### src/hdl/object_bearing_window_unit_assert.svh
// ----------------------------------------------------------------------------
// Assertion macros for the object bearing window unit
// Immediate-implication and next-cycle-implication checks, reset gated.
// ----------------------------------------------------------------------------
`ifndef OBJECT_BEARING_WINDOW_UNIT_ASSERT_SVH
`define OBJECT_BEARING_WINDOW_UNIT_ASSERT_SVH

// same-cycle implication
`define OBW_ASSERT_NOW(label, clk, rstn, ante, cons, msg) \
    label: assert property (@(posedge clk) disable iff (!rstn) (ante) |-> (cons)) \
        else $error(msg);

// next-cycle implication
`define OBW_ASSERT_NEXT(label, clk, rstn, ante, cons, msg) \
    label: assert property (@(posedge clk) disable iff (!rstn) (ante) |=> (cons)) \
        else $error(msg);

`endif

### src/hdl/obw_pkg.sv
`timescale 1ns / 1ps
// ----------------------------------------------------------------------------
// obw_pkg
// Shared constants, angle table and stage control type.
// ----------------------------------------------------------------------------
package obw_pkg;

    localparam int CORDIC_STAGES_DEF = 16;
    localparam int COORD_BITS_DEF    = 14;
    localparam int TABLE_LEN         = 24;
    localparam int GUARD_BITS        = 8;
    localparam int GROW_BITS         = 3;   // CORDIC gain and sqrt(2) headroom
    localparam int Z_W               = 32;  // binary angle, 2^-32 turn
    localparam int ANGLE_W           = 16;
    localparam int DIST_W            = 15;
    localparam int CFG_W             = 14;
    localparam int M_DATA_W          = 80;
    localparam int DIST_GAIN         = 39797;  // 0.60725 in Q16
    localparam int BEAR_SCALE        = 36000;
    localparam int HALF_TURN         = 18000;
    localparam int FULL_TURN         = 36000;
    localparam logic [CFG_W-1:0] HALF_WIDTH_RESET = 14'd500;
    localparam logic [Z_W-1:0]   Z_HALF_TURN      = 32'h8000_0000;

    localparam logic [Z_W-1:0] ATAN_TURNS [0:TABLE_LEN-1] = '{
        32'h20000000, 32'h12E4051E, 32'h09FB385B, 32'h051111D4,
        32'h028B0D43, 32'h0145D7E1, 32'h00A2F61E, 32'h00517C55,
        32'h0028BE53, 32'h00145F2F, 32'h000A2F98, 32'h000517CC,
        32'h00028BE6, 32'h000145F3, 32'h0000A2FA, 32'h0000517D,
        32'h000028BE, 32'h0000145F, 32'h00000A30, 32'h00000518,
        32'h0000028C, 32'h00000146, 32'h000000A3, 32'h00000051
    };

    typedef struct packed {
        logic valid;
        logic coincident;   // dx == dy == 0
    } obw_ctl_t;

endpackage

### src/hdl/obw_front.sv
`timescale 1ns / 1ps
// ----------------------------------------------------------------------------
// obw_front
// Delta stage: forms dx/dy, adds guard bits, folds left half plane.
// ----------------------------------------------------------------------------
module obw_front #(
    parameter int COORD_BITS = obw_pkg::COORD_BITS_DEF,
    parameter int XW         = COORD_BITS + 1 + obw_pkg::GUARD_BITS + obw_pkg::GROW_BITS
) (
    input  logic                                aclk,
    input  logic                                aresetn,
    input  logic                                in_valid,
    output logic                                in_ready,
    input  logic signed [COORD_BITS-1:0]        observer_x,
    input  logic signed [COORD_BITS-1:0]        observer_y,
    input  logic signed [obw_pkg::ANGLE_W-1:0]  observer_heading,
    input  logic signed [COORD_BITS-1:0]        target_x,
    input  logic signed [COORD_BITS-1:0]        target_y,
    output obw_pkg::obw_ctl_t                   out_ctl,
    input  logic                                out_ready,
    output logic signed [XW-1:0]                out_x,
    output logic signed [XW-1:0]                out_y,
    output logic [obw_pkg::Z_W-1:0]             out_z,
    output logic signed [obw_pkg::ANGLE_W-1:0]  out_heading
);

    logic                               valid_reg;
    logic                               coinc_reg, coinc_next;
    logic signed [XW-1:0]               x_reg, x_next;
    logic signed [XW-1:0]               y_reg, y_next;
    logic [obw_pkg::Z_W-1:0]            z_reg, z_next;
    logic signed [obw_pkg::ANGLE_W-1:0] hd_reg;
    logic signed [COORD_BITS:0]         dx, dy;
    logic signed [XW-1:0]               xg, yg;

    always_comb begin
        dx = $signed({target_x[COORD_BITS-1], target_x})
             - $signed({observer_x[COORD_BITS-1], observer_x});
        dy = $signed({target_y[COORD_BITS-1], target_y})
             - $signed({observer_y[COORD_BITS-1], observer_y});
        xg = XW'(dx) <<< obw_pkg::GUARD_BITS;
        yg = XW'(dy) <<< obw_pkg::GUARD_BITS;
        coinc_next = (dx == '0) && (dy == '0);
        if (dx[COORD_BITS]) begin
            x_next = -xg;
            y_next = -yg;
            z_next = obw_pkg::Z_HALF_TURN;
        end else begin
            x_next = xg;
            y_next = yg;
            z_next = '0;
        end
    end

    assign in_ready = !valid_reg || out_ready;

    always_ff @(posedge aclk) begin
        if (!aresetn) begin
            valid_reg <= 1'b0;
        end else if (in_ready) begin
            valid_reg <= in_valid;
        end
    end

    always_ff @(posedge aclk) begin
        if (in_ready && in_valid) begin
            coinc_reg <= coinc_next;
            x_reg     <= x_next;
            y_reg     <= y_next;
            z_reg     <= z_next;
            hd_reg    <= observer_heading;
        end
    end

    assign out_ctl.valid      = valid_reg;
    assign out_ctl.coincident = coinc_reg;
    assign out_x       = x_reg;
    assign out_y       = y_reg;
    assign out_z       = z_reg;
    assign out_heading = hd_reg;

endmodule

### config.mk
export PLATFORM = sky130hd
export DESIGN_NAME = obw_front
export DESIGN_NICKNAME = d
export VERILOG_FILES = /design/src/hdl/object_bearing_window_unit_assert.svh /design/src/hdl/obw_pkg.sv /design/src/hdl/obw_front.sv
export SDC_FILE = /design/constraint.sdc
export NUM_CORES = 1
export LEC_CHECK = 0
export BUFFER_PORTS_ARGS = -buffer_cell sky130_fd_sc_hd__buf_2
export CORE_MARGIN = 2
export CORE_UTILIZATION = 54
export CTS_BUF_LIST = sky130_fd_sc_hd__clkbuf_4
export CTS_CLUSTER_SIZE = 25
export DETAILED_ROUTE_END_ITERATION = 8
export PLACE_DENSITY_LB_ADDON = 0.15
export SLEW_MARGIN = 15
export SYNTH_ARGS = -nofsm -noshare
export SYNTH_HDL_FRONTEND = slang
export SYNTH_SLANG_ARGS = --single-unit
### constraint.sdc
create_clock -name aclk -period 7.46 [get_ports aclk]
set_input_delay 0.746 -clock aclk [delete_from_list [all_inputs] [get_ports aclk]]
set_output_delay 0.746 -clock aclk [all_outputs]
set_load 0.05 [all_outputs]
Word level (Yosys, flattened, before mapping). Index checks and enable logic that the tools add are counted.

$add $sub $neg: 4. Mux-type cells: 3. Reductions and logical operators: 6.

Operator list (number): $neg A23 Y26 (2); $mux W32 (1); $logic_not A15 Y1 (2); $sub A14 B14 Y15 (2); $mux W26 (1); $mux W22 (1); $logic_and A1 B1 Y1 (2); $logic_not A1 Y1 (1); $logic_or A1 B1 Y1 (1).

Flip-flop bits (word level): 102. Logic and storage cells: 21.

Logic depth before layout (Yosys ltp).
Word-level depth: 3. Gate-level depth with buffers: 13. Gate-level depth less buffers: 12.

Worst setup path before layout. OpenSTA, ideal clock, no wires.

Path type: input -> register. From: input port target_x[0]. To: register coinc_reg, data pin. Arrival: 3.335 ns. Data required time: 7.326 ns. Setup slack: 3.991 ns. Stages on the path: 11. Cells stage by stage: inv_1 > ha_1 > inv_1 > fa_1 > and3_1 > or3_1 > a221o_1 > a211oi_2 > nand4_1 > or4_1 > and4bb_1.

Longest elaborated chain between the ends: 3.

Ends and longest elaborated chain: start: declaration (line obw_front.sv:17) `input logic signed [COORD_BITS-1:0] target_x,`; $sub A14 B14 Y15 (line obw_front.sv:38) `- $signed({observer_x[COORD_BITS-1], observer_x});`; $logic_not A15 Y1 (line obw_front.sv:43) `coinc_next = (dx == '0) && (dy == '0);`; $logic_and A1 B1 Y1 (line obw_front.sv:43); net coinc_next (line obw_front.sv:28) `logic coinc_reg, coinc_next;`; end signal: assignment (line obw_front.sv:67) `coinc_reg <= coinc_next;`; end: declaration (line obw_front.sv:28).

The timed path passes the listed nets, and every way through them passes these cells. A chain may end at the register's enable or synchronous reset.

Worst setup path after layout.
From: input port target_x[0]. To: register x_reg[17] (netlist: out_x[17]), data pin.

Longest elaborated chain between the ends: 3.

Ends and longest elaborated chain: $sub A14 B14 Y15 (*) (line obw_front.sv:38); $neg A23 Y26 (line obw_front.sv:45) `x_next = -xg;`; $mux W22 (*) (line obw_front.sv:44) `if (dx[COORD_BITS]) begin`; net x_next[17] (line obw_front.sv:29) `logic signed [XW-1:0] x_reg, x_next;`; end signal: assignment (line obw_front.sv:68) `x_reg <= x_next;`; end: declaration (line obw_front.sv:29).

Mark *: on every way through the listed nets, which the timed path passes. The rest lies on a longest branch.

==> results.txt <==
The number of buffers added on ports is between 100 and 150. For this run, the register share of the synthesized area comes to between 30% and 40%. Setup repair after global routing left no endpoint under its margin. The first global-routing pass estimated about 14000 µm of wire. Summing every instance area after synthesis gives 4380 µm². The number of antenna violations at the first check in global routing came out at 0.

The source-to-sink clock delay at the later pin of the worst-skew pair is 370 ps. The Yosys step of the flow raised 0 warnings. The largest total area in the synthesized netlist belongs to edfxtp_1. The arrival time reported for the critical path endpoint is around 3600 ps. The clock-pin transition on the worst setup and hold timing paths is roughly 170 ps. The post-CTS repair timing setup buffer count is 0. met2 is the most crowded layer. The x dimension of the die came out at 94.1 µm. Across the VDD grid, the largest voltage drop is approximately 0.09 mV. The worst endpoint required time came out at 7600 ps. The H-tree depth came out at 2. The weighted congestion at the end of routability-driven global placement is around 0.89. The number of CTS-inserted buffers came out at 5. The routed via count is 3650. The actual slew at the worst max-slew pin came out at 580 ps. The pin count of the biggest net entering global routing came out at 31. The routed via count divided by cell count is about 5.3. The count of routing violations after the opening detailed-route iteration is 200. The number of nets in the final layout came out at 698. The final instance count without filler cells came out at slightly below 700. Global routing consumed, on the met1 layer, 27.9% of the routing resources. In the synthesized netlist the dominant register cell turns out to be edfxtp_1.

The worst-case clock skew is slightly above 6 ps. The number of maximum-capacitance violations came out at 0. Setup violations remaining at the end of the flow were counted as 0. The total wire length is 9090 µm. The count of hold-fix buffers inserted at cts is 0. The setup path with the least slack is of type input pin to register.

The origin of the critical flop-to-flop path is valid_reg. The setup slack at placement came out at 3620 ps. The destination of the worst register-to-register timing path is out_x[18]. The power density relative to cell area came out at 215 nW/µm². The post-placement cell count came out at between 600 and 700. The count of unresolved DRC violations after routing came out at 0. The cell depth of the worst flop-to-flop path came out at 3. The via count of the first global-routing pass came to around 3.1k. The detailed-router iteration count before antenna repair is 4. The number of gates given a new drive strength after cts is 0. The worst setup path is launched from an input pin. The region available for standard cell placement spans between 7000 and 8000 µm².

The met2 demand-to-capacity share in global routing is approximately 31%. The maximum operating frequency is between 200 and 300 MHz. The flip-flop and latch count after synthesis is 55. Once detailed placement completed, the half-perimeter wirelength came to 7260 µm. The final total negative setup slack came out at 0 ps.

The critical path ends at out_x[17]. Setup slack on the worst reg-to-reg path comes out at ~5700 ps. The average instance area after synthesis is between 9 and 10 µm².

By area the synthesized netlist is led by edfxtp_1 (37%), ha_1 (8.6%), buf_4 (8.4%). The number of instances in the synthesized netlist is 461. The number of distinct library cell variants in the gate-level netlist after synthesis is 63. The number of failing hold endpoints at the final stage was 0.

In this run the static leakage power is roughly 0.0024 µW. The number of enable-type register cells in the synthesized netlist is 54. The total congestion overflow came out at 0. The proportion of register bits with asynchronous set or reset after synthesis came out at 0%.

The detail route stage leaves a number of antenna-violating nets equal to 0. The starting density of the core is ~56%. The commonest cells after synthesis are edfxtp_1 (54), buf_4 (49), inv_1 (41).

The most frequently used cell type in the post-synthesis netlist is edfxtp_1. The cell at the root of the clock tree is clkbuf_4. Of the post-synthesis cell area, the dominant cell type holds between 30% and 40%. The total count of max-transition violations in the final report came out at 0. The post-route clock period utilization is 46.0%. The number of antenna repair diodes came out at 0.

The routed wirelength normalized by instance count came out at roughly 13 µm. The global-route met3 utilization came out at approximately 2.7%. The clock period minus final worst setup slack came out at ~3400 ps. The worst setup path is captured at a register.

The die is approximately 94 µm tall. The tightest min-delay check is of the register to register type. Global routing used 19.6% of the available tracks across all layers. TritonCTS built the clock tree. The overall die area is around 8800 µm². The number of sinks handled by clock tree synthesis came out at 55. The flow ran to the end, and the final reports show no timing, DRC or antenna violations. At the end of the flow the core is filled with cells to ~65%. The number of primary I/O pins is 179. The post-synthesis to final-layout area growth came out at 15.0%.

The headroom to the max-slew limit came out at 61.1%. The most critical setup path has its startpoint at target_x[0]. The clock passes through at most 2 buffers.

The number of cell rows is 32. The least setup slack across all paths after layout is between 4000 and 5000 ps. The largest fanout on the critical path came out at 21. In the final layout, the share of cells above drive strength 1 is about a quarter.
layout by cell type, fill, tap and decap left out, types with 3 or more instances in the layout:
cell	n
buf_2	131
edfxtp_1	54
conb_1	50
inv_1	41
ha_1	30
xnor2_1	28
nor2_1	25
nand2_1	25
a21oi_1	20
o21ai_0	20
nand3_1	13
a21o_1	11
nor3_1	11
xor2_1	9
and3_1	7
or3_1	7
a31oi_1	6
o21ai_1	5
nor2b_1	5
nand4_1	5
nand2b_1	5
o31ai_1	5
clkbuf_4	5
o21a_1	4
o211ai_1	4
and4_1	4
o211a_1	3
or4_1	3
a31o_2	3
nor4_1	3
worst min-delay path by stage:
stage / startpoint / endpoint / slack (ps) / cells after the start
2_1_floorplan: observer_heading[0] / out_heading[0] / 840 / 0
3_3_place_gp: valid_reg / valid_reg / 500 / 2
3_5_place_dp: valid_reg / valid_reg / 520 / 2
4_1_cts: observer_heading[6] / out_heading[6] / 510 / 1
5_1_grt: observer_heading[6] / out_heading[6] / 510 / 1
6_report: valid_reg / valid_reg / 540 / 2
through the flow:
step	cell area, µm²	hold WS, ps	total power, µW
global route	5040	508	1140
finish	5040	540	1080
detailed placement	4950	523	918
CTS	5040	511	1090
floorplan	4560	845	834
global placement	4950	500	911
final cells by class:
type / instances / area (µm²)
Tap cell: 102 / 128
Clock buffer: 5 / 37.5
Clock inverter: 3 / 46.3
Multi-Input combinational cell: 354 / 2360
Inverter: 41 / 154
Timing Repair Buffer: 133 / 671
Sequential cell: 55 / 1640
Fill cell: 673 / 2770
per-layer routing:
metal | wire, µm | share of wire (%)
met1 | 4100 | 45
met2 | 4050 | 45
met3 | 786 | 8.7
met4 | 152 | 1.7
met5 | 0 | 0
critical path, cell delays in order:
cell and delay (ps):
buf_2 90, inv_1 50, ha_1 170, inv_1 60
fa_1 420, a21o_1 190, a22o_1 240, o21ai_1 270
o211a_1 220, a31oi_1 80, buf_4 190, inv_1 430
o21ai_0 220, xor2_1 190
report_power, final:
part	internal, µW	switching, µW	total [µW]
combinational	144	362	506
clock	71.8	97.2	169
sequential	396	11.3	407
cells by family after synthesis:
logic type                 share of synthesized area (%)
and+or+nand+nor                                     15.9
AOI/OAI and AO/OA                                   16.8
buffers and inverters                               12.9
DFF                                                 37.5
xor gates and xnor gates                            7.40
adders and majority gates                           9.48
other                                             0.0856
Note: power is estimated with default switching activity, not from simulation.
