## config.mk

```make
export PLATFORM = sky130hd
export DESIGN_NAME = obw_cordic_stage
export DESIGN_NICKNAME = d
export VERILOG_FILES = /design/src/hdl/object_bearing_window_unit_assert.svh /design/src/hdl/obw_pkg.sv /design/src/hdl/obw_cordic_stage.sv
export SDC_FILE = /design/constraint.sdc
export NUM_CORES = 1
export LEC_CHECK = 0
export BUFFER_PORTS_ARGS = -buffer_cell sky130_fd_sc_hd__buf_2
export CORE_ASPECT_RATIO = 0.75
export CORE_UTILIZATION = 40
export CTS_CLUSTER_SIZE = 30
export DETAILED_ROUTE_END_ITERATION = 8
export GPL_ROUTABILITY_DRIVEN = 0
export PLACE_DENSITY = 0.74
export SLEW_MARGIN = 0
export SYNTH_ARGS = -nofsm -noshare
export SYNTH_HDL_FRONTEND = slang
export SYNTH_SLANG_ARGS = --single-unit
export TNS_END_PERCENT = 1
```

## constraint.sdc

```tcl
create_clock -name aclk -period 4.5 [get_ports aclk]
set_input_delay 0.9 -clock aclk [delete_from_list [all_inputs] [get_ports aclk]]
set_output_delay 0.9 -clock aclk [all_outputs]
set_load 0.02 [all_outputs]
```

## src/hdl/object_bearing_window_unit_assert.svh

```systemverilog
// ----------------------------------------------------------------------------
// Assertion macros for the object bearing window unit
// Immediate-implication and next-cycle-implication checks, reset gated.
// ----------------------------------------------------------------------------
`ifndef OBJECT_BEARING_WINDOW_UNIT_ASSERT_SVH
`define OBJECT_BEARING_WINDOW_UNIT_ASSERT_SVH

// same-cycle implication
`define OBW_ASSERT_NOW(label, clk, rstn, ante, cons, msg) \
    label: assert property (@(posedge clk) disable iff (!rstn) (ante) |-> (cons)) \
        else $error(msg);

// next-cycle implication
`define OBW_ASSERT_NEXT(label, clk, rstn, ante, cons, msg) \
    label: assert property (@(posedge clk) disable iff (!rstn) (ante) |=> (cons)) \
        else $error(msg);

`endif

```

## src/hdl/obw_pkg.sv

```systemverilog
`timescale 1ns / 1ps
// ----------------------------------------------------------------------------
// obw_pkg
// Shared constants, angle table and stage control type.
// ----------------------------------------------------------------------------
package obw_pkg;

    localparam int CORDIC_STAGES_DEF = 16;
    localparam int COORD_BITS_DEF    = 14;
    localparam int TABLE_LEN         = 24;
    localparam int GUARD_BITS        = 8;
    localparam int GROW_BITS         = 3;   // CORDIC gain and sqrt(2) headroom
    localparam int Z_W               = 32;  // binary angle, 2^-32 turn
    localparam int ANGLE_W           = 16;
    localparam int DIST_W            = 15;
    localparam int CFG_W             = 14;
    localparam int M_DATA_W          = 80;
    localparam int DIST_GAIN         = 39797;  // 0.60725 in Q16
    localparam int BEAR_SCALE        = 36000;
    localparam int HALF_TURN         = 18000;
    localparam int FULL_TURN         = 36000;
    localparam logic [CFG_W-1:0] HALF_WIDTH_RESET = 14'd500;
    localparam logic [Z_W-1:0]   Z_HALF_TURN      = 32'h8000_0000;

    localparam logic [Z_W-1:0] ATAN_TURNS [0:TABLE_LEN-1] = '{
        32'h20000000, 32'h12E4051E, 32'h09FB385B, 32'h051111D4,
        32'h028B0D43, 32'h0145D7E1, 32'h00A2F61E, 32'h00517C55,
        32'h0028BE53, 32'h00145F2F, 32'h000A2F98, 32'h000517CC,
        32'h00028BE6, 32'h000145F3, 32'h0000A2FA, 32'h0000517D,
        32'h000028BE, 32'h0000145F, 32'h00000A30, 32'h00000518,
        32'h0000028C, 32'h00000146, 32'h000000A3, 32'h00000051
    };

    typedef struct packed {
        logic valid;
        logic coincident;   // dx == dy == 0
    } obw_ctl_t;

endpackage

```

## src/hdl/obw_cordic_stage.sv

```systemverilog
`timescale 1ns / 1ps
// ----------------------------------------------------------------------------
// obw_cordic_stage
// One registered vectoring micro-rotation, shift and angle set by IDX.
// ----------------------------------------------------------------------------
module obw_cordic_stage #(
    parameter int XW  = 26,
    parameter int IDX = 0
) (
    input  logic                                aclk,
    input  logic                                aresetn,
    input  obw_pkg::obw_ctl_t                   in_ctl,
    output logic                                in_ready,
    input  logic signed [XW-1:0]                in_x,
    input  logic signed [XW-1:0]                in_y,
    input  logic [obw_pkg::Z_W-1:0]             in_z,
    input  logic signed [obw_pkg::ANGLE_W-1:0]  in_heading,
    output obw_pkg::obw_ctl_t                   out_ctl,
    input  logic                                out_ready,
    output logic signed [XW-1:0]                out_x,
    output logic signed [XW-1:0]                out_y,
    output logic [obw_pkg::Z_W-1:0]             out_z,
    output logic signed [obw_pkg::ANGLE_W-1:0]  out_heading
);

    localparam logic [obw_pkg::Z_W-1:0] ATAN_I = obw_pkg::ATAN_TURNS[IDX];

    logic                               valid_reg;
    logic                               coinc_reg;
    logic signed [XW-1:0]               x_reg, x_next;
    logic signed [XW-1:0]               y_reg, y_next;
    logic [obw_pkg::Z_W-1:0]            z_reg, z_next;
    logic signed [obw_pkg::ANGLE_W-1:0] hd_reg;
    logic signed [XW-1:0]               xs, ys;

    always_comb begin
        xs = in_x >>> IDX;
        ys = in_y >>> IDX;
        if (!in_y[XW-1]) begin
            x_next = in_x + ys;
            y_next = in_y - xs;
            z_next = in_z + ATAN_I;
        end else begin
            x_next = in_x - ys;
            y_next = in_y + xs;
            z_next = in_z - ATAN_I;
        end
    end

    assign in_ready = !valid_reg || out_ready;

    always_ff @(posedge aclk) begin
        if (!aresetn) begin
            valid_reg <= 1'b0;
        end else if (in_ready) begin
            valid_reg <= in_ctl.valid;
        end
    end

    always_ff @(posedge aclk) begin
        if (in_ready && in_ctl.valid) begin
            coinc_reg <= in_ctl.coincident;
            x_reg     <= x_next;
            y_reg     <= y_next;
            z_reg     <= z_next;
            hd_reg    <= in_heading;
        end
    end

    assign out_ctl.valid      = valid_reg;
    assign out_ctl.coincident = coinc_reg;
    assign out_x       = x_reg;
    assign out_y       = y_reg;
    assign out_z       = z_reg;
    assign out_heading = hd_reg;

endmodule

```

### Word-level counts from Yosys, hierarchy flattened

Cells that the tools add are included.

* input port bits: 105
* word-level logic and storage cells: 17
* output and inout port bits: 103
* register bits: 102

* $add $sub $neg: 5
* reduce and logical (&&, ||, !) cells: 3
* mux-type cells: 3

Operators by type and width (number)
* 26-bit two-way mux: 2
* 26-bit subtractor: 2
* 32-bit by 30-bit adder with 32-bit output, second input constant: 1
* 32-bit two-way mux: 1
* 32-bit by 30-bit subtractor with 32-bit output, second input constant: 1
* 26-bit adder: 1
* 1-bit logical AND: 1
* 1-bit zero test: 1
* 1-bit logical OR: 1

### Longest topological paths before layout

Gate-level depths: netlist of run 1.

* depth after elaboration: 3
* mapped depth: 11
* gate-level depth less buffers: 11

### Worst setup path before layout of run 1

No wires, ideal clock.

* path type: input-to-reg
* start: input port out_ready
* end: register coinc_reg, enable pin
* cell stages on the path: 2
* arrival: 3509 ps
* buffers on the path: 0
* setup time: 470 ps
* setup slack: 521 ps
* data required time: 4030 ps
* cells stage by stage: nand2b_1 -> and2_1

* cells in the longest elaborated chain, start to end: 2

Ends and longest elaborated chain
* start, declared: RTL line obw_cordic_stage.sv:19 `input logic out_ready,`
* 1-bit logical OR: RTL line obw_cordic_stage.sv:50 `assign in_ready = !valid_reg || out_ready;`
* 1-bit logical AND: RTL line obw_cordic_stage.sv:61 `if (in_ready && in_ctl.valid) begin`
* end signal, assigned: RTL line obw_cordic_stage.sv:62 `coinc_reg <= in_ctl.coincident;`
* end, declared: RTL line obw_cordic_stage.sv:29 `logic coinc_reg;`

No other way between the ends.
A chain may end at the register's enable or synchronous reset.

### Final worst setup path of run 1

* start: input port in_x[0]
* end: register y_reg[20], in the netlist out_y[20] (data pin)

* cells in the longest elaborated chain, start to end: 2
* elaborated cells on any way between the ends: 3
* those cells by class: 2 x add/sub; 1 x mux

Ends and longest elaborated chain
* start, declared: RTL line obw_cordic_stage.sv:14 `input logic signed [XW-1:0] in_x,`
* 26-bit subtractor or 26-bit adder (tied branches): RTL line obw_cordic_stage.sv:41, obw_cordic_stage.sv:45
* 26-bit two-way mux *: RTL line obw_cordic_stage.sv:39 `if (!in_y[XW-1]) begin`
* via y_next[20]: RTL line obw_cordic_stage.sv:31 `logic signed [XW-1:0] y_reg, y_next;`
* end signal, assigned: RTL line obw_cordic_stage.sv:64 `y_reg <= y_next;`
* end, declared: RTL line obw_cordic_stage.sv:31

Mark *: on every way through the listed nets, which the timed path passes. The rest lies on a longest branch.

==> impl_metrics.json, run 1 <==
{
  "fin_ws_ns": 1.03,
  "n_antenna_cell": 0,
  "die-area_um2": 19200,
  "cts_tree": "yes",
  "num_vias": 6788,
  "syn_area_um2": 7440,
  "synthCells": 778,
  "io_pins": 208,
  "ys_seq_area_share_pct": 40.6,
  "final-setup-viol-count": 0,
  "clk_pin_slew_ns": 0.07,
  "track_usage_pct": 22.2,
  "grt_max_degree": 82,
  "hold_path_class": "register to register",
  "cts_inserted_buffers": 9,
  "clock_latency_ns": 0.34,
  "synth_nets": 962,
  "fmax_mhz": 289,
  "cp-start-kind": "input pin",
  "avgRoutedWirePerCell_um": 17.6,
  "path_max_fanout": 4,
  "grt_overflow": 0,
  "core_area_um2": 17900,
  "finalHoldViolCount": 0,
  "clockBufferDepth": 2,
  "ys.flop_type": "edfxtp_1",
  "slew_headroom_pct": 31.0,
  "synth_edf_count": 100,
  "ys_warn_count": 0,
  "period_needed_ns": 3.47,
  "place_ws_ns": 0.733,
  "hpwl_um": 17300,
  "std_cell_rows": 42,
  "cp-end-kind": "register",
  "initial_utilization_pct": 41.5,
  "peakVddDrop_mv": 0.172,
  "cp.arrival_ns": 3.53,
  "dr.pass1.iters": 6,
  "clock_sinks": 101,
  "fin_skew_ns": 0.00507,
  "cts_setup_buffers": 0,
  "fillCellCount": 1673,
  "ant_nets": 0,
  "crit_chain": "buf_2 -> ha_1 -> fa_1 -> nor3b_1 -> o311ai_2 -> a21oi_1 -> o211ai_2 -> nand3_1 -> a211oi_2 -> a2bb2oi_1 -> xnor2_1",
  "drc_errors": 0,
  "htree_levels": 3,
  "drive_gt1_share_pct": 25.1,
  "largest_reg_flops": 32,
  "power_leakage_nw": 3.99,
  "async_flop_share_pct": 0,
  "worstMarginPinSlew_ns": 1.03,
  "chipWidth_um": 159,
  "synth_area_per_cell_um2": 9.56,
  "synth_area_leaders": "edfxtp_1 (40%), ha_1 (13%), xnor2_1 (5.6%)",
  "slew_violations": 0,
  "grt_antenna_before_repair": 0,
  "synth_top_area_share_pct": 40.4,
  "synth_common_cells": "edfxtp_1 (100), inv_1 (87), a21oi_1 (76)",
  "cp_slowest_cell": "fa_1",
  "period_share_pct": 77.0,
  "worstPathRequired_ns": 4.57,
  "critical_path_class": "input pin to register",
  "multi_input_area_um2": 3940,
  "setup_tns_ns": 0,
  "hold_buffers": 0,
  "rsz0062_at_grt": "false",
  "ys_ff_latch": 101,
  "drv_cap": 0,
  "die_h_um": 120,
  "synthDistinctLibCells": 71,
  "status": "finished, final reports clean",
  "grt_pass1_wl_um": 33200,
  "register_area_um2": 3020,
  "drt_iter0_markers": 998,
  "nets": 1152,
  "cts_root_buf": "clkbuf_16",
  "grt_pass1_vias": 6333,
  "synth_area_leader_cell": "edfxtp_1",
  "ctsResizeCount": 0,
  "slowest_delay_ns": 0.40,
  "power_density_nw_per_um2": 323,
  "port_buffers": 207,
  "final_core_util_pct": 50.1,
  "syn_to_final_growth_pct": 20.7,
  "wl_um": 21400,
  "via_per_inst": 5.59,
  "synthMostInstantiatedCell": "edfxtp_1"
}
power by group:
group	switching, mW	total, mW	internal [mW]
Sequential	0.0263	1.19	1.17
Clock	0.327	0.759	0.433
Combinational	0.619	0.950	0.331
Total	0.972	2.90	1.93
worst paths after layout:
kind	start	to	slack, ns	cells past startpoint
setup / recovery	in_x[0]	out_y[20]	1.03	11
hold reg to reg	valid_reg	valid_reg	0.54	2
hold / removal	valid_reg	valid_reg	0.54	2
setup reg to reg	valid_reg	out_y[4]	2.58	3
cells in the final DEF, fill, tap and decap left out, types with 43 or more instances in the layout:
master,synthesis,final
buf_2,5,207
edfxtp_1,100,100
inv_1,87,87
a21oi_1,76,76
ha_1,75,75
nor2_1,53,53
o21ai_0,53,53
xnor2_1,48,48
nand2_1,43,43
cells by family after synthesis:
logic type      Yosys count  synth area share, %
mux                       7                0.942
xor+xnor                 50                 5.89
compound gates          241                 21.2
flops                   101                 40.6
buf+inv                 124                 6.49
fa+ha+maj                79                 13.7
simple gates            176                 11.2
per-layer routing:
layer	track usage (%)	up-vias	share of wire, %
met5	0	-	0
met4	7.03	0	2.0
met3	5.29	41	12
met2	32.5	460	40
met1	31.9	3117	46
li1	-	3170	-
area by class of cell:
cell class	count	area share (%)
Multi-Input combinational cell	553	43.8
Sequential cell	101	33.6
Timing Repair Buffer	214	12.1
Inverter	89	3.72
Tap cell	242	3.37
Clock buffer	9	2.51
Clock inverter	7	0.808
worst max-delay path, delay by kind of cell:
family,cells,cell delay (ns)
compound gates,5,1.40
xor+xnor,1,0.11
fa+ha+maj,2,0.62
buf+inv,1,0.12
simple gates,2,0.37
through the flow:
stage,power (mW),std cells,hold WS [ns],area (um2)
after global routing,3.03,1215,0.608,8980
after detailed placement,2.14,1199,0.535,8690
after CTS,2.90,1215,0.544,8980
after floorplan,1.82,778,0.653,7440
after global placement,2.13,1199,0.526,8690
final,2.90,1215,0.538,8980
Note: power is estimated with default switching activity, not from simulation.
==> run 2, diff against run 1 <==
- PLACE_DENSITY: 0.74 -> 0.76
- clock period: 4.5 -> 2.9 ns (I/O delays scaled with it)
==> run 2 against run 1 <==
- power rose by 65%
- routed wire length rose by 6.5%
- global-route usage rose by 1.5 points
- highest routed layer unchanged
==> impl_metrics.json, run 2 (same netlist as run 1, synthesis figures left out) <==
{
  "worstMarginPinSlew_ns": 0.557,
  "regToRegSetupSlack_ns": 1.31,
  "syn_to_final_growth_pct": 35.7,
  "status": "finished, final reports clean",
  "final_cell_mix": "buf_2 (207), buf_4 (139), edfxtp_1 (100), inv_1 (87), ha_1 (73)",
  "wl_um": 22800,
  "die-area_um2": 19200,
  "cp-start-kind": "input pin",
  "clock_sinks": 101,
  "wl_met3_um": 2700,
  "chipWidth_um": 159,
  "fin_ws_ns": 0.0226,
  "largest_reg_flops": 32,
  "period_share_pct": 99.2,
  "nets": 1285,
  "drc_errors": 0,
  "grt_pass1_wl_um": 35500,
  "std_cell_rows": 42,
  "place_ws_ns": -0.423,
  "track_usage_pct": 23.7,
  "final-setup-viol-count": 0,
  "rsz0062_at_grt": "true",
  "core_area_um2": 17900,
  "path_buf_inv": 2,
  "grt_max_degree": 47,
  "grt_antenna_before_repair": 0,
  "hold_path_class": "input pin to register",
  "clock_latency_ns": 0.34,
  "clockBufferDepth": 2,
  "crit_path_end": "out_x[19]",
  "r2r_end": "out_z[22]",
  "grt_overflow": 0,
  "drv_cap": 0,
  "cts_inserted_buffers": 9,
  "grt_pass1_vias": 6649,
  "dr.pass1.iters": 6,
  "drt_iter0_markers": 741,
  "clk_pin_slew_ns": 0.07,
  "instances_no_fill": 1348,
  "path_max_fanout": 5,
  "num_vias": 7249,
  "period_needed_ns": 2.88,
  "cp.arrival_ns": 2.99,
  "critical_path_class": "input pin to register",
  "port_buffers": 207,
  "drive_gt1_share_pct": 35.6,
  "path_depth": 11,
  "placed_cell_area_um2": 9680,
  "reg2reg_depth": 3,
  "hpwl_um": 18800,
  "worstPathRequired_ns": 3.01,
  "dr.max_layer_used": "met4",
  "wl_met1_um": 10400,
  "initial_utilization_pct": 41.5,
  "power_density_nw_per_um2": 475,
  "io_pins": 208,
  "slew_headroom_pct": 62.5,
  "via_per_inst": 5.38,
  "cp-end-kind": "register",
  "cp_slowest_cell": "o31ai_2",
  "crit_family": "compound AO/OA/AOI/OAI gates",
  "finalHoldViolCount": 0,
  "r2r_start": "valid_reg",
  "timing.critical_path.from": "in_x[1]",
  "avgRoutedWirePerCell_um": 16.9,
  "cts_root_buf": "clkbuf_16",
  "met2_wirelength_um": 9500,
  "fmax_mhz": 348,
  "ant_nets": 0,
  "peakVddDrop_mv": 0.297,
  "slowest_delay_ns": 0.38,
  "dp.cells": 1330,
  "layout_commonest_cell": "buf_2",
  "crit_chain": "buf_2 -> inv_1 -> ha_1 -> nor3b_4 -> o311ai_4 -> a211oi_1 -> o31ai_2 -> nand2_1 -> a21oi_1 -> o311ai_1 -> xnor2_1",
  "htree_levels": 3,
  "cts_tree": "yes",
  "slew_violations": 0,
  "power_leakage_nw": 4.65,
  "fin_skew_ns": 0.00989,
  "die_h_um": 120,
  "stdcell_area_um2": 10100
}
run 2: cell types whose count changed in the layout (fill, tap and decap cells not counted), sizes merged:
cell	delta
clkbuf	+1
bufinv	+1
inv	-2
diode	+1
clkinv	-1
buf	+133
run 2: where the power goes:
group	switching (mW)	internal, mW
logic	1.03	0.710
clock network	0.471	0.746
registers	0.0402	1.81
total	1.54	3.26
run 2: worst register-to-register path: stages, from the launching register on:
cell,delay [ns]
dfxtp_1,0.31
nand2b_1,0.11
and2_4,0.50
buf_4,0.35
run 2: repair_timing:
item / CTS / global route
buffers inserted: 0 / 2
endpoints found under the setup margin: 4 / 23
hold buffers: 0 / 0
resized for setup: 2 / 25
pin swaps: 1 / 6
run 2: how the worst min path moves through the flow:
stage	start	end	slack [ns]	depth (start not counted)
detailed placement	valid_reg	valid_reg	0.55	2
CTS	in_z[21]	out_z[21]	0.40	1
finish	in_z[21]	out_z[21]	0.41	1
global placement	valid_reg	valid_reg	0.54	2
global route	in_z[27]	out_z[27]	0.40	1
floorplan	valid_reg	valid_reg	0.65	2
run 2: area by class of cell:
class / instances / area [um2]
sequential: 101 / 3020
timing repair buffer: 347 / 2100
fill: 1597 / 7820
tap: 242 / 303
clock buffer: 10 / 229
multi-input combinational: 553 / 4030
antenna: 1 / 2.50
inverter: 89 / 334
clock inverter: 5 / 76.3
run 2: routing by layer:
metal  up-vias  track usage [%]
li1       3434                -
met1      3340             35.5
met2       450             34.9
met3        25             5.32
met4         0             3.79
met5         -                0
run 2: through the flow:
step                hold WS, ns  TNS [ns]  total power, mW  utilization (%)
floorplan                 0.652    -0.240             2.82                -
global placement          0.544     -5.46             3.51             54.0
detailed placement        0.549     -6.72             3.54             54.0
CTS                       0.400         0             4.77             55.8
global route              0.399    -0.279             5.02             56.3
finish                    0.415         0             4.80             56.4
