**src/hdl/object_bearing_window_unit_assert.svh**
```systemverilog
// ----------------------------------------------------------------------------
// Assertion macros for the object bearing window unit
// Immediate-implication and next-cycle-implication checks, reset gated.
// ----------------------------------------------------------------------------
`ifndef OBJECT_BEARING_WINDOW_UNIT_ASSERT_SVH
`define OBJECT_BEARING_WINDOW_UNIT_ASSERT_SVH

// same-cycle implication
`define OBW_ASSERT_NOW(label, clk, rstn, ante, cons, msg) \
    label: assert property (@(posedge clk) disable iff (!rstn) (ante) |-> (cons)) \
        else $error(msg);

// next-cycle implication
`define OBW_ASSERT_NEXT(label, clk, rstn, ante, cons, msg) \
    label: assert property (@(posedge clk) disable iff (!rstn) (ante) |=> (cons)) \
        else $error(msg);

`endif

```
**src/hdl/obw_pkg.sv**
```systemverilog
`timescale 1ns / 1ps
// ----------------------------------------------------------------------------
// obw_pkg
// Shared constants, angle table and stage control type.
// ----------------------------------------------------------------------------
package obw_pkg;

    localparam int CORDIC_STAGES_DEF = 16;
    localparam int COORD_BITS_DEF    = 14;
    localparam int TABLE_LEN         = 24;
    localparam int GUARD_BITS        = 8;
    localparam int GROW_BITS         = 3;   // CORDIC gain and sqrt(2) headroom
    localparam int Z_W               = 32;  // binary angle, 2^-32 turn
    localparam int ANGLE_W           = 16;
    localparam int DIST_W            = 15;
    localparam int CFG_W             = 14;
    localparam int M_DATA_W          = 80;
    localparam int DIST_GAIN         = 39797;  // 0.60725 in Q16
    localparam int BEAR_SCALE        = 36000;
    localparam int HALF_TURN         = 18000;
    localparam int FULL_TURN         = 36000;
    localparam logic [CFG_W-1:0] HALF_WIDTH_RESET = 14'd500;
    localparam logic [Z_W-1:0]   Z_HALF_TURN      = 32'h8000_0000;

    localparam logic [Z_W-1:0] ATAN_TURNS [0:TABLE_LEN-1] = '{
        32'h20000000, 32'h12E4051E, 32'h09FB385B, 32'h051111D4,
        32'h028B0D43, 32'h0145D7E1, 32'h00A2F61E, 32'h00517C55,
        32'h0028BE53, 32'h00145F2F, 32'h000A2F98, 32'h000517CC,
        32'h00028BE6, 32'h000145F3, 32'h0000A2FA, 32'h0000517D,
        32'h000028BE, 32'h0000145F, 32'h00000A30, 32'h00000518,
        32'h0000028C, 32'h00000146, 32'h000000A3, 32'h00000051
    };

    typedef struct packed {
        logic valid;
        logic coincident;   // dx == dy == 0
    } obw_ctl_t;

endpackage

```
**src/hdl/obw_post.sv**
```systemverilog
`timescale 1ns / 1ps
// ----------------------------------------------------------------------------
// obw_post
// Scaling back end: multiply, round/wrap/saturate, heading and window, output.
// ----------------------------------------------------------------------------
module obw_post #(
    parameter int XW = 26
) (
    input  logic                                aclk,
    input  logic                                aresetn,
    input  obw_pkg::obw_ctl_t                   in_ctl,
    output logic                                in_ready,
    input  logic signed [XW-1:0]                in_x,
    input  logic [obw_pkg::Z_W-1:0]             in_z,
    input  logic signed [obw_pkg::ANGLE_W-1:0]  in_heading,
    input  logic [obw_pkg::CFG_W-1:0]           half_width,
    output logic                                m_tvalid,
    input  logic                                m_tready,
    output logic [obw_pkg::M_DATA_W-1:0]        m_tdata
);

    localparam int PW   = XW - 1 + 16;      // distance product
    localparam int DQ_W = PW + 1 - 24;      // after rounding shift
    localparam int BPW  = 48;               // bearing product
    localparam logic signed [BPW-1:0] SCALE_B = BPW'(obw_pkg::BEAR_SCALE);
    localparam logic signed [BPW-1:0] ROUND_B = BPW'(64'h8000_0000);
    localparam logic [PW-1:0]         GAIN_D  = PW'(obw_pkg::DIST_GAIN);
    localparam logic [PW:0]           ROUND_D = (PW+1)'(1 << 23);
    localparam logic signed [obw_pkg::ANGLE_W-1:0] HALF_A = 16'sd18000;
    localparam logic signed [16:0] HALF_17 = 17'sd18000;
    localparam logic signed [16:0] FULL_17 = 17'sd36000;
    localparam logic signed [16:0] MAX_17  = 17'sd32767;
    localparam logic signed [16:0] MIN_17  = -17'sd32768;

    // ---- stage 1: products
    logic                   v1_reg, r1;
    logic                   c1_reg;
    logic signed [BPW-1:0]  bprod_reg, bprod_next;
    logic [PW-1:0]          dprod_reg, dprod_next;
    logic signed [15:0]     hd1_reg;
    logic [XW-2:0]          x_pos;

    // ---- stage 2: bearing and distance
    logic                   v2_reg, r2;
    logic signed [15:0]     bear_reg, bear_next;
    logic [obw_pkg::DIST_W-1:0] dist_reg, dist_next;
    logic signed [15:0]     hd2_reg;
    logic signed [BPW-1:0]  bsum;
    logic signed [15:0]     bq;
    logic [PW:0]            dsum;
    logic [DQ_W+15:0]       dq_ext;

    // ---- stage 3: output register
    logic                   v3_reg, r3;
    logic [obw_pkg::M_DATA_W-1:0] data_reg, data_next;
    logic signed [16:0]     rel_raw, ws_raw, we_raw, bear17;
    logic signed [15:0]     rel, ws, we;

    assign r3       = !v3_reg || m_tready;
    assign r2       = !v2_reg || r3;
    assign r1       = !v1_reg || r2;
    assign in_ready = r1;

    always_comb begin
        x_pos      = in_x[XW-1] ? '0 : in_x[XW-2:0];
        bprod_next = BPW'($signed(in_z)) * SCALE_B;
        dprod_next = {16'd0, x_pos} * GAIN_D;
    end

    always_comb begin
        bsum = bprod_reg + ROUND_B;
        bq   = bsum[BPW-1:BPW-16];
        if (c1_reg) begin
            bear_next = '0;
        end else if (bq == -HALF_A) begin
            bear_next = HALF_A;
        end else begin
            bear_next = bq;
        end
        dsum   = {1'b0, dprod_reg} + ROUND_D;
        dq_ext = {16'd0, dsum[PW:24]};
        if (c1_reg) begin
            dist_next = '0;
        end else if (dq_ext > (DQ_W+16)'(32767)) begin
            dist_next = '1;
        end else begin
            dist_next = dq_ext[obw_pkg::DIST_W-1:0];
        end
    end

    always_comb begin
        bear17  = {bear_reg[15], bear_reg};
        rel_raw = bear17 - {hd2_reg[15], hd2_reg};
        if (rel_raw > HALF_17) begin
            rel_raw = rel_raw - FULL_17;
        end else if (rel_raw <= -HALF_17) begin
            rel_raw = rel_raw + FULL_17;
        end
        rel    = rel_raw[15:0];
        ws_raw = bear17 - {3'b000, half_width};
        we_raw = bear17 + {3'b000, half_width};
        ws = (ws_raw < MIN_17) ? 16'sh8000 : ws_raw[15:0];
        we = (we_raw > MAX_17) ? 16'sh7fff : we_raw[15:0];
        data_next = {1'b0, we, ws, dist_reg, rel, bear_reg};
    end

    always_ff @(posedge aclk) begin
        if (!aresetn) begin
            v1_reg <= 1'b0;
            v2_reg <= 1'b0;
            v3_reg <= 1'b0;
        end else begin
            if (r1) begin
                v1_reg <= in_ctl.valid;
            end
            if (r2) begin
                v2_reg <= v1_reg;
            end
            if (r3) begin
                v3_reg <= v2_reg;
            end
        end
    end

    always_ff @(posedge aclk) begin
        if (r1 && in_ctl.valid) begin
            c1_reg    <= in_ctl.coincident;
            bprod_reg <= bprod_next;
            dprod_reg <= dprod_next;
            hd1_reg   <= in_heading;
        end
        if (r2 && v1_reg) begin
            bear_reg <= bear_next;
            dist_reg <= dist_next;
            hd2_reg  <= hd1_reg;
        end
        if (r3 && v2_reg) begin
            data_reg <= data_next;
        end
    end

    assign m_tvalid = v3_reg;
    assign m_tdata  = data_reg;

endmodule

```
**config.mk**
```make
export PLATFORM = sky130hd
export DESIGN_NAME = obw_post
export DESIGN_NICKNAME = d
export VERILOG_FILES = /design/src/hdl/object_bearing_window_unit_assert.svh /design/src/hdl/obw_pkg.sv /design/src/hdl/obw_post.sv
export SDC_FILE = /design/constraint.sdc
export NUM_CORES = 1
export LEC_CHECK = 0
export BUFFER_PORTS_ARGS = -buffer_cell sky130_fd_sc_hd__buf_2
export CORE_ASPECT_RATIO = 0.9
export CORE_MARGIN = 5
export CORE_UTILIZATION = 30
export DETAILED_ROUTE_END_ITERATION = 10
export SKIP_CTS_REPAIR_TIMING = 1
export SLEW_MARGIN = 20
export SYNTH_ARGS = -nofsm -noshare
export SYNTH_HDL_FRONTEND = slang
export SYNTH_SLANG_ARGS = --single-unit
```
**constraint.sdc**
```tcl
create_clock -name aclk -period 8.3 [get_ports aclk]
set_input_delay 1.66 -clock aclk [delete_from_list [all_inputs] [get_ports aclk]]
set_output_delay 1.66 -clock aclk [all_outputs]
set_load 0.03 [all_outputs]
```
# [Word-level counts from Yosys, hierarchy flattened]
# Cells that the tools add are included.
# W data, S select, Z words.
[word_totals] regBits=230 inputBits=93 out_inout_bits=82 word_cells=44
[classes] n_addsub=7 multipliers=2 order_cmp=5 eq_ne=1 n_mux=5 n_reduce_logical=10
[op_table] cell="$add A48 B33 Y48 const B" n=1
[op_table] cell="$mul A32 B12 Y43 const B" n=1
[op_table] cell="$add A41 B24 Y42 const B" n=1
[op_table] cell="$mul A25 B16 Y41 const B" n=1
[op_table] cell="$gt A17 B16 Y1 const B" n=2
[op_table] cell="$mux W16" n=2
[op_table] cell="$mux W15" n=2
[op_table] cell="$mux W25" n=1
[op_table] cell="$gt A18 B15 Y1 const B" n=1
[op_table] cell="$add A16 B15 Y17" n=1
[op_table] cell="$le A17 B16 Y1 const B" n=1
[op_table] cell="$lt A17 B16 Y1 const B" n=1
[op_table] cell="$sub A16 B15 Y17" n=1
[op_table] cell="$sub A16 B16 Y17" n=1
[op_table] cell="$add A16 B16 Y16 const B" n=1
[op_table] cell="$eq A16 B16 Y1 const B" n=1
[op_table] cell="$sub A16 B16 Y16 const B" n=1
[op_table] cell="$logic_and A1 B1 Y1" n=3
[op_table] cell="$logic_not A1 Y1" n=3
[op_table] cell="$logic_or A1 B1 Y1" n=3
[op_table] cell="$reduce_or A2 Y1" n=1

# [Logic depth before layout (Yosys ltp)]
# Gate-level depths: netlist (run 1).
[depth] depth_word=5 ltp_mapped=26 ltp_nobuf=24

# [Least setup slack after synthesis (run 1)]
# OpenSTA, ideal clock, no wires.
[synth_timing] path_kind="input to register" startpoint="input in_x[25]" endpoint="register dprod_reg[40], data pin" setup_time_ps=140 t_arrival_ps=7773 t_required_ps=8160 path_slack_ps=387 path_stages=25 n_path_buf=3 cell_sequence="clkbuf_1 -> clkbuf_1 -> clkbuf_1 -> nor2b_1 -> ha_1 -> inv_1 -> fa_1 -> inv_1 -> fa_1 -> fa_1 -> fa_1 -> inv_1 -> fa_1 -> inv_1 -> ha_1 -> a21o_1 -> a21o_1 -> a21oi_1 -> o21ai_0 -> o21ai_0 -> a21boi_1 -> a21oi_1 -> o211ai_1 -> a2111oi_0 -> nand4bb_1"
[synth_via] elab_chain_len=2
[synth_lines] element="from (decl)" line="obw_post.sv:13" source="input logic signed [XW-1:0] in_x,"
[synth_lines] element="$mux W25" line="obw_post.sv:65" source="x_pos = in_x[XW-1] ? '0 : in_x[XW-2:0];"
[synth_lines] element="$mul A25 B16 Y41" line="obw_post.sv:67" source="dprod_next = {16'd0, x_pos} * GAIN_D;"
[synth_lines] element="via dprod_next[40]" line="obw_post.sv:39" source="logic [PW-1:0] dprod_reg, dprod_next;"
[synth_lines] element="to (signal assigned)" line="obw_post.sv:129" source="dprod_reg <= dprod_next;"
[synth_lines] element="to (decl)" line="obw_post.sv:39"
# The timed path passes the listed nets, and every way through them passes these cells.
# A chain may end at the register's enable or synchronous reset.

# [Worst setup path in the final report (run 1)]
# Same ends and word-level chain as after synthesis.

==> results of run 1 <==
[worst max-delay path, stage by stage]
cell and delay (ns):
buf_2 0.24, nor2b_1 0.48, buf_4 0.24, xnor2_1 0.10
fa_1 0.55, inv_1 0.06, fa_1 0.52, fa_1 0.44
fa_1 0.54, inv_1 0.05, fa_1 0.52, inv_1 0.04
ha_1 0.33, and4_1 0.27, nand3_1 0.09, a211oi_1 0.18
o31a_1 0.22, o21ai_0 0.13, a21boi_1 0.28, a21oi_1 0.15
o211ai_1 0.33, a2111oi_0 0.15, nand4bb_1 0.21
[area by class of cell]
class                   instances  area share [%]
multi-input cells            1492           59.80
flip-flops and latches        181           21.90
inverters                     445           6.767
well taps                     960           4.866
repair buffers                196           4.207
clock buffers                  17           1.723
clock inverters                15          0.7097
diodes                          3         0.03041
[cells by family (layout without fill, tap and decap cells)]
group                      count (synthesis)  count (layout)  share of synthesized area, %
adders and majority gates                571             571                         40.48
buffers and inverters                    489             673                         8.444
and+or+nand+nor                          426             426                         9.656
AOI/OAI and AO/OA                        331             331                         10.09
DFF                                      181             181                         24.58
xor gates and xnor gates                 153             153                         6.248
muxes                                     10              10                        0.4780
other                                      1               4                       0.01705
[per-layer routing]
metal	global-route usage, %	part of all wire (%)	up-vias	routed length [µm]
li1	-	-	7549	-
met1	17.77	48	7107	23630
met2	20.79	46	282	22700
met3	1.697	4.5	28	2196
met4	1.736	0.79	2	385
met5	0	0.027	-	13
[where the power goes]
group	internal (mW)	total, mW	switching [mW]
clock	0.434	0.827	0.393
combinational	1.74	4.03	2.29
sequential	1.31	1.44	0.131
total	3.48	6.29	2.81
[final timing paths]
check                  endpoint         start  slack, ns
setup / recovery  dprod_reg[40]      in_x[25]       0.67
hold reg to reg     m_tdata[46]  dist_reg[14]       0.42
hold / removal      m_tdata[46]  dist_reg[14]       0.42
setup reg to reg    m_tdata[29]   bear_reg[1]       3.84
[Yosys cell counts, types with 4 or more instances]
cell / count / area, µm²
a31o_2: 11 / 96.34
o31a_1: 6 / 52.55
or2_2: 5 / 31.28
and2_1: 14 / 87.58
nor4_1: 7 / 43.79
a211o_1: 4 / 35.03
clkbuf_1: 36 / 135.1
o21ai_0: 49 / 245.2
a21o_1: 41 / 307.8
nand4_1: 19 / 118.9
edfxtp_1: 178 / 5345
nor3_1: 32 / 160.2
xor2_1: 49 / 429.2
a21oi_1: 93 / 465.5
a21boi_0: 6 / 45.04
o22ai_1: 4 / 25.02
a2111oi_0: 4 / 35.03
and4_1: 4 / 35.03
nor2b_1: 45 / 281.5
nand2_1: 89 / 334.1
nor3b_1: 7 / 52.55
mux2i_1: 6 / 60.06
o211ai_1: 8 / 60.06
a211oi_1: 11 / 82.58
nor2_1: 115 / 431.7
o21ai_1: 4 / 20.02
nand2b_1: 25 / 156.4
o31ai_1: 9 / 67.56
a31oi_1: 17 / 106.4
nand3_1: 31 / 155.2
or3_1: 12 / 75.07
and3_1: 11 / 68.82
inv_1: 445 / 1670
fa_1: 234 / 4684
o21bai_1: 8 / 60.06
ha_1: 337 / 4217
o21a_1: 17 / 127.6
mux2_2: 4 / 45.04
xnor2_1: 101 / 884.6
[metrics by stage]
step           instances  power (mW)  setup WS [ns]  hold WS [ns]
2_1_floorplan       2162       4.582         0.3869        0.4003
3_3_place_gp        3274       5.496         0.2710        0.4026
3_5_place_dp        3274       5.509         0.1872        0.4045
4_1_cts             3306       6.373         0.6647        0.4216
5_1_grt             3306       7.034         0.1222        0.4300
6_report            3309       6.295         0.6695        0.4211
==> impl_metrics.py, run 1 <==
metrics = {
    "outcome": {
        "outcome": "finished clean",
    },
    "cells_and_area": {
        "largest_register_ffs": 79,
        "layout_common_cells": "inv_1, ha_1, fa_1, edfxtp_1, buf_2",
        "multi_input_area_um2": 14760,
        "utilization_pct": 33.85,
        "regArea_um2": 5405,
        "area_delta_synth_final_pct": 12.26,
        "final_nets": 2997,
        "layout_commonest_cell": "inv_1",
        "fin_area_um2": 24680,
        "fillers": 7464,
        "drive_above_1_share_pct": 11.34,
    },
    "detailed_routing": {
        "drc": 0,
        "wirelength_um": 48920,
        "route.detailed.wl_per_inst_um": 14.78,
        "vias": 14970,
        "firstDrtPassIters": 5,
        "ant_nets": 0,
        "drt_iter0_drc": 674,
        "vias_per_cell": 4.523,
    },
    "placement": {
        "port_buffers": 173,
        "placed_area_um2": 24080,
        "post-dp-hpwl_um": 42170,
        "place.gp.congestion": 0.8841,
    },
    "yosys": {
        "syn-instance-count": 2162,
        "ys_warn_count": 0,
        "yosys.cell_types.count": 81,
        "synth-seq-cells": 181,
        "synth_flop_cell": "edfxtp_1",
        "async_flop_share_pct": 0,
        "synth_edf_count": 178,
        "syn-num-nets": 2826,
        "seq_area_frac_synth_pct": 24.58,
        "avgSynthCellArea_um2": 10.17,
        "synth_area_um2": 21990,
    },
    "worst_setup_path": {
        "crit_path_end_kind": "flip-flop",
        "reg2reg_depth": 14,
        "cp.required_ns": 8.49,
        "worstSetupStartpointType": "input port",
        "crit_type": "input port to flip-flop",
        "critPathArrivalTime_ns": 7.82,
        "cp_max_fo": 28,
    },
    "timing": {
        "slew_headroom_pct": 30.72,
        "hold_viol": 0,
        "rsz0062_at_grt": "false",
        "setup_viol": 0,
        "fin_crit_ns": 7.630,
        "fin_crit_sh_pct": 91.93,
        "worst_pin_slew_ns": 1.039,
        "tns_ns": 0,
        "fmaxAchievable_mhz": 131.1,
        "finClkSkew_ns": 0.01090,
        "maxSlewViolCount": 0,
    },
    "power": {
        "p_leak_nw": 11.88,
        "power_density_nw_per_um2": 255.0,
        "ir_drop_uv": 148.3,
    },
    "grt": {
        "antenna_found_initial": 6,
        "grt_usage_pct": 12.46,
        "grt_max_degree": 80,
        "grt_pass1_vias": 15070,
        "grt_pass1_wl_um": 79700,
        "overflow": 0,
    },
    "die": {
        "dieWidth_um": 295.4,
        "rows": 94,
        "core_um2": 72920,
        "start_util_pct": 30.15,
        "boundaryPins": 175,
        "dieArea_um2": 78820,
        "die_h_um": 266.8,
    },
    "cts": {
        "clk_latency_ns": 0.44,
        "tritoncts": "built",
        "cts_sinks": 181,
        "cts_buffers": 17,
        "cts_root_buffer": "clkbuf_16",
        "path_clk_slew_ns": 0.08,
        "htreeDepth": 4,
        "clockBufferDepth": 2,
    },
    "run": {
        "cap_violations": 0,
    },
    "hold_path": {
        "hold_class": "flip-flop to flip-flop",
        "whs_path_depth": 0,
    },
}
Power figures use the tool's default switching activity.
==> inputs of run 2 (changes only) <==
--- a/config.mk
+++ b/config.mk
@@ -6,7 +6,7 @@
 export NUM_CORES = 1
 export LEC_CHECK = 0
 export BUFFER_PORTS_ARGS = -buffer_cell sky130_fd_sc_hd__buf_2
-export CORE_ASPECT_RATIO = 0.9
+export CORE_ASPECT_RATIO = 1.75
 export CORE_MARGIN = 5
 export CORE_UTILIZATION = 30
 export DETAILED_ROUTE_END_ITERATION = 10
==> run 2 against run 1 <==
Effect of this change: clock skew grew 0.0011 ns; first-iteration DRC count shrank 7.9%; hold slack improved by 0.00081 ns.
==> impl_metrics.py, run 2 (same netlist as run 1, synthesis figures left out) <==
metrics = {
    "worst_setup_path": {
        "critPathTopFamily": "adder cells",
        "crit_buf_inv": 4,
        "cp_num_cells": 23,
        "r2r_setup_slack_ns": 3.73,
        "rr_startpoint": "bear_reg[1]",
        "startpoint": "in_x[25]",
        "cp_slowest_cell": "fa_1",
        "path_cells": "buf_2 > nor2b_1 > and2_1 > a21oi_1 > fa_1 > inv_1 > fa_1 > fa_1 > fa_1 > inv_1 > fa_1 > inv_1 > ha_1 > and4_1 > nand3_1 > a211oi_1 > o31a_1 > o21ai_0 > a21boi_1 > a21oi_1 > o211ai_1 > a2111oi_0 > nand4bb_1",
        "cp_max_fo": 30,
        "critPathArrivalTime_ns": 7.87,
        "cp-endpoint": "dprod_reg[40]",
        "reg2reg_to": "m_tdata[29]",
        "crit_top_cell": "fa_1",
        "reg2reg_depth": 14,
        "cp.required_ns": 8.49,
        "crit_path_end_kind": "flip-flop",
        "worstSetupStartpointType": "input port",
        "crit_type": "input port to flip-flop",
        "cpPeakStageDelay_ns": 0.54,
    },
    "cts": {
        "clockBufferDepth": 2,
        "htreeDepth": 4,
        "path_clk_slew_ns": 0.07,
        "clk_latency_ns": 0.45,
        "cts_buffers": 17,
        "cts_root_buffer": "clkbuf_16",
        "cts_sinks": 181,
        "tritoncts": "built",
    },
    "grt": {
        "overflow": 0,
        "grt_pass1_vias": 16280,
        "grt_usage_pct": 13.76,
        "grt_max_degree": 80,
        "grt_pass1_wl_um": 86750,
        "antenna_found_initial": 4,
    },
    "placement": {
        "post-dp-hpwl_um": 46780,
        "port_buffers": 173,
        "pre_cts_ws_ns": 0.1180,
        "place.gp.congestion": 0.9172,
    },
    "detailed_routing": {
        "vias_per_cell": 4.647,
        "drt_iter0_drc": 621,
        "vias": 15260,
        "ant_nets": 0,
        "route.detailed.wl_per_inst_um": 16.42,
        "wirelength_um": 53920,
        "firstDrtPassIters": 5,
        "drc": 0,
    },
    "die": {
        "die_h_um": 368.1,
        "boundaryPins": 175,
        "start_util_pct": 30.21,
        "dieWidth_um": 214.7,
        "rows": 131,
        "core_um2": 72770,
        "dieArea_um2": 79020,
    },
    "timing": {
        "finClkSkew_ns": 0.01200,
        "worst_pin_slew_ns": 1.022,
        "timing.final.ws_setup_ns": 0.6184,
        "fin_crit_ns": 7.682,
        "fmaxAchievable_mhz": 130.2,
        "rsz0062_at_grt": "false",
        "fin_crit_sh_pct": 92.55,
        "maxSlewViolCount": 0,
        "slew_headroom_pct": 31.86,
        "setup_viol": 0,
        "hold_viol": 0,
        "tns_ns": 0,
    },
    "cells_and_area": {
        "layout_common_cells": "inv_1, ha_1, fa_1, edfxtp_1, buf_2",
        "layout_commonest_cell": "inv_1",
        "area_delta_synth_final_pct": 12.48,
        "largest_register_ffs": 79,
        "fillers": 7481,
        "drive_above_1_share_pct": 11.45,
        "final_nets": 3002,
    },
    "run": {
        "cap_violations": 0,
    },
    "hold_path": {
        "hold_class": "flip-flop to flip-flop",
    },
    "power": {
        "power_density_nw_per_um2": 257.7,
        "p_leak_nw": 11.93,
        "ir_drop_uv": 140.4,
    },
    "outcome": {
        "outcome": "finished clean",
    },
}
[run 2: cell types whose count changed in the layout (fill, tap and decap cells not counted), sizes merged]
cell      before  now
clkinv         1    4
bufinv         1    5
buf          196  201
clkinvlp       2    0
inv          456  450
[run 2: worst min path at each step]
stage | from | end | cells past startpoint
3_5_place_dp | hd1_reg[7] | hd2_reg[7] | 0
5_1_grt | dist_reg[2] | m_tdata[34] | 0
4_1_cts | dist_reg[2] | m_tdata[34] | 0
3_3_place_gp | dist_reg[5] | m_tdata[37] | 0
2_1_floorplan | hd1_reg[0] | hd2_reg[0] | 0
6_report | dist_reg[5] | m_tdata[37] | 0
[run 2: report_power, final]
group          switching, mW  total, mW  internal [mW]
Clock                  0.357      0.894          0.537
Sequential             0.130       1.44           1.31
Combinational           2.29       4.04           1.75
Total                   2.77       6.37           3.60
[run 2: cell type report]
| type | count | area [µm²] | area share, % |
|---|---|---|---|
| well taps | 931 | 1165 | 4.710 |
| flip-flops and latches | 181 | 5405 | 21.85 |
| repair buffers | 201 | 1076 | 4.351 |
| inverters | 445 | 1670 | 6.754 |
| clock inverters | 14 | 222.7 | 0.9005 |
| clock buffers | 17 | 425.4 | 1.720 |
| multi-input cells | 1492 | 14760 | 59.68 |
| diodes | 3 | 7.507 | 0.03035 |
[run 2: per-layer routing]
metal	GRT usage [%]	vias up	wire (µm)	share of wire [%]
met5	0	-	0	0
met4	5.020	0	1899	3.5
met3	1.555	69	1466	2.7
met2	27.82	241	30570	57
met1	14.38	7391	19980	37
li1	-	7560	-	-
[run 2: stage by stage]
stage               power [mW]  std cells  cell area, µm²  hold slack [ns]  util [%]
global placement         5.498       3250           24080           0.4039     33.08
floorplan                4.582       2162           21990           0.4003         -
CTS                      6.485       3281           24730           0.4231     33.97
detailed placement       5.550       3250           24080           0.4054     33.08
finish                   6.373       3284           24730           0.4219     33.98
global route             7.086       3281           24730           0.4260     33.97
==> inputs of run 3 (changes only) <==
--- a/config.mk
+++ b/config.mk
@@ -5,6 +5,7 @@
 export SDC_FILE = /design/constraint.sdc
 export NUM_CORES = 1
 export LEC_CHECK = 0
+export ABC_AREA = 1
 export BUFFER_PORTS_ARGS = -buffer_cell sky130_fd_sc_hd__buf_2
 export CORE_ASPECT_RATIO = 1.75
 export CORE_MARGIN = 5
==> run 3 against run 2 <==
Effect of this change: sequential share of layout area decreased by 1.6 points; utilization decreased by 0.42 points; hold slack got worse by 0.0015 ns; first-iteration DRC count increased by 28%; highest routed layer unchanged.
==> impl_metrics.py, run 3 <==
metrics = {
    "power": {
        "ir_drop_uv": 198.0,
        "p_leak_nw": 13.83,
        "power_density_nw_per_um2": 295.4,
        "power.total_mw": 7.886,
    },
    "cts": {
        "path_clk_slew_ns": 0.07,
        "clockBufferDepth": 2,
        "htreeDepth": 4,
        "clk_latency_ns": 0.46,
        "tritoncts": "built",
        "cts_sinks": 181,
        "cts_buffers": 17,
        "cts_root_buffer": "clkbuf_16",
    },
    "grt": {
        "antenna_found_initial": 8,
        "grt_usage_pct": 15.02,
        "overflow": 0,
        "grt_pass1_wl_um": 101700,
        "grt_pass1_vias": 19450,
        "grt_max_degree": 71,
    },
    "placement": {
        "port_buffers": 173,
        "pre_cts_ws_ns": 0.6629,
        "place.gp.congestion": 0.9188,
        "placed_area_um2": 26090,
        "post-dp-hpwl_um": 57120,
    },
    "timing": {
        "tns_ns": 0,
        "fmaxAchievable_mhz": 138.9,
        "worst_pin_slew_ns": 0.8777,
        "timing.final.ws_setup_ns": 1.098,
        "fin_crit_ns": 7.202,
        "hold_viol": 0,
        "setup_viol": 0,
        "fin_crit_sh_pct": 86.77,
        "rsz0062_at_grt": "false",
        "slew_headroom_pct": 41.49,
        "finClkSkew_ns": 0.01131,
        "maxSlewViolCount": 0,
    },
    "worst_setup_path": {
        "cp_max_fo": 15,
        "crit_path_end_kind": "flip-flop",
        "critPathArrivalTime_ns": 7.41,
        "startpoint": "in_x[25]",
        "worstSetupStartpointType": "input port",
        "crit_type": "input port to flip-flop",
        "rr_startpoint": "bear_reg[1]",
        "r2r_setup_slack_ns": 4.52,
        "cp.required_ns": 8.51,
    },
    "cells_and_area": {
        "largest_register_ffs": 79,
        "drive_above_1_share_pct": 9.672,
        "area_delta_synth_final_pct": 11.48,
        "diodes": 0,
        "regArea_um2": 5405,
        "final_nets": 3670,
        "fillers": 8469,
        "fin_area_um2": 26700,
        "multi_input_area_um2": 15830,
        "layout_commonest_cell": "inv_1",
        "layout_common_cells": "inv_1, nand2_1, ha_1, nor2_1, fa_1",
    },
    "yosys": {
        "synth_edf_count": 178,
        "yosysTopAreaCell": "edfxtp_1",
        "synth.top_cell.area_share_pct": 22.32,
        "seq_area_frac_synth_pct": 22.57,
        "syn-num-nets": 3487,
        "yosysMostFrequentCell": "inv_1",
        "synth_area_um2": 23950,
        "synth-seq-cells": 181,
        "ys_warn_count": 0,
        "synth_flop_cell": "edfxtp_1",
        "avgSynthCellArea_um2": 8.484,
        "yosys.cell_types.count": 53,
        "syn-instance-count": 2823,
        "synthTopCellsByArea": "edfxtp_1, fa_1, ha_1",
        "synth_common_cells": "inv_1, nand2_1, ha_1, fa_1, nor2_1",
        "async_flop_share_pct": 0,
    },
    "detailed_routing": {
        "wirelength_um": 64830,
        "drc": 0,
        "drt_iter0_drc": 796,
        "route.detailed.wl_per_inst_um": 15.97,
        "ant_nets": 0,
        "vias": 18650,
        "firstDrtPassIters": 6,
        "vias_per_cell": 4.591,
    },
    "die": {
        "start_util_pct": 30.11,
        "dieArea_um2": 85810,
        "boundaryPins": 175,
        "core_um2": 79540,
        "die_h_um": 383.8,
        "rows": 137,
        "dieWidth_um": 223.6,
    },
    "run": {
        "cap_violations": 0,
    },
    "outcome": {
        "outcome": "finished clean",
    },
    "hold_path": {
        "hold_class": "flip-flop to flip-flop",
        "worstHoldStart": "hd1_reg[13]",
    },
}
[run 3: cell types whose count changed in the layout (fill, tap and decap cells not counted), moves of 37 or more]
cell	change
xor2_1	+45
a21oi_1	+50
nand2_1	+338
nor2b_1	-44
xnor2_1	-72
o21ai_0	+37
nor2_1	+119
nand3_1	+74
inv_1	+234
[run 3: report_power, final]
group	switching [mW]	total (mW)	internal, mW
Combinational	3.58	5.62	2.04
Sequential	0.109	1.42	1.31
Clock	0.386	0.845	0.458
[run 3: final cells by class]
| cell class | instances | area share [%] |
|---|---|---|
| clock inverters | 14 | 0.6936 |
| well taps | 1042 | 4.883 |
| inverters | 688 | 9.672 |
| repair buffers | 186 | 3.608 |
| multi-input cells | 1932 | 59.29 |
| clock buffers | 18 | 1.607 |
| flip-flops and latches | 181 | 20.24 |
[run 3: through the flow]
step | utilization, % | cells | hold WS [ns]
global route | 33.57 | 4061 | 0.4271
detailed placement | 32.80 | 4029 | 0.4045
finish | 33.57 | 4061 | 0.4204
floorplan | - | 2823 | 0.4003
CTS | 33.57 | 4061 | 0.4178
global placement | 32.80 | 4029 | 0.4028
[run 3: cell families (layout without fill, tap and decap cells)]
logic type / count (synthesis) / count (layout) / share of synthesized area (%)
compound gates: 336 / 336 / 8.082
xor+xnor: 123 / 123 / 4.498
fa+ha+maj: 571 / 571 / 37.16
buf+inv: 710 / 906 / 11.38
flops: 181 / 181 / 22.57
other cells: 1 / 1 / 0.01566
simple gates: 901 / 901 / 16.29
[run 3: path summary, 6_finish.rpt]
| check | to | depth (start not counted) |
|---|---|---|
| setup / recovery | dprod_reg[32] | 27 |
| hold / removal | hd2_reg[13] | 0 |
| setup reg to reg | m_tdata[21] | 21 |
| hold reg to reg | hd2_reg[13] | 0 |
[run 3: layer usage]
metal | vias to the layer above | share of wire (%) | global-route usage, %
li1 | 9321 | - | -
met1 | 8874 | 38 | 16.02
met2 | 352 | 56 | 30.05
met3 | 99 | 2.7 | 1.277
met4 | 0 | 3.8 | 5.733
met5 | - | 0 | 0
[run 3: critical path: stages]
cell and delay [ns]:
buf_2 0.21, nor2_1 0.17, buf_4 0.21, nor2_1 0.06, a21oi_1 0.40, ha_1 0.23, inv_1 0.04, nand2_1 0.05
inv_1 0.05, fa_1 0.47, inv_1 0.05, fa_1 0.52, fa_1 0.45, fa_1 0.55, inv_1 0.05, fa_1 0.53
inv_1 0.04, ha_1 0.36, a21oi_1 0.23, inv_1 0.06, a31oi_1 0.26, o21ai_0 0.14, a21oi_1 0.14, nand2_1 0.12
nand2_1 0.14, nand2_1 0.08, xor2_1 0.14
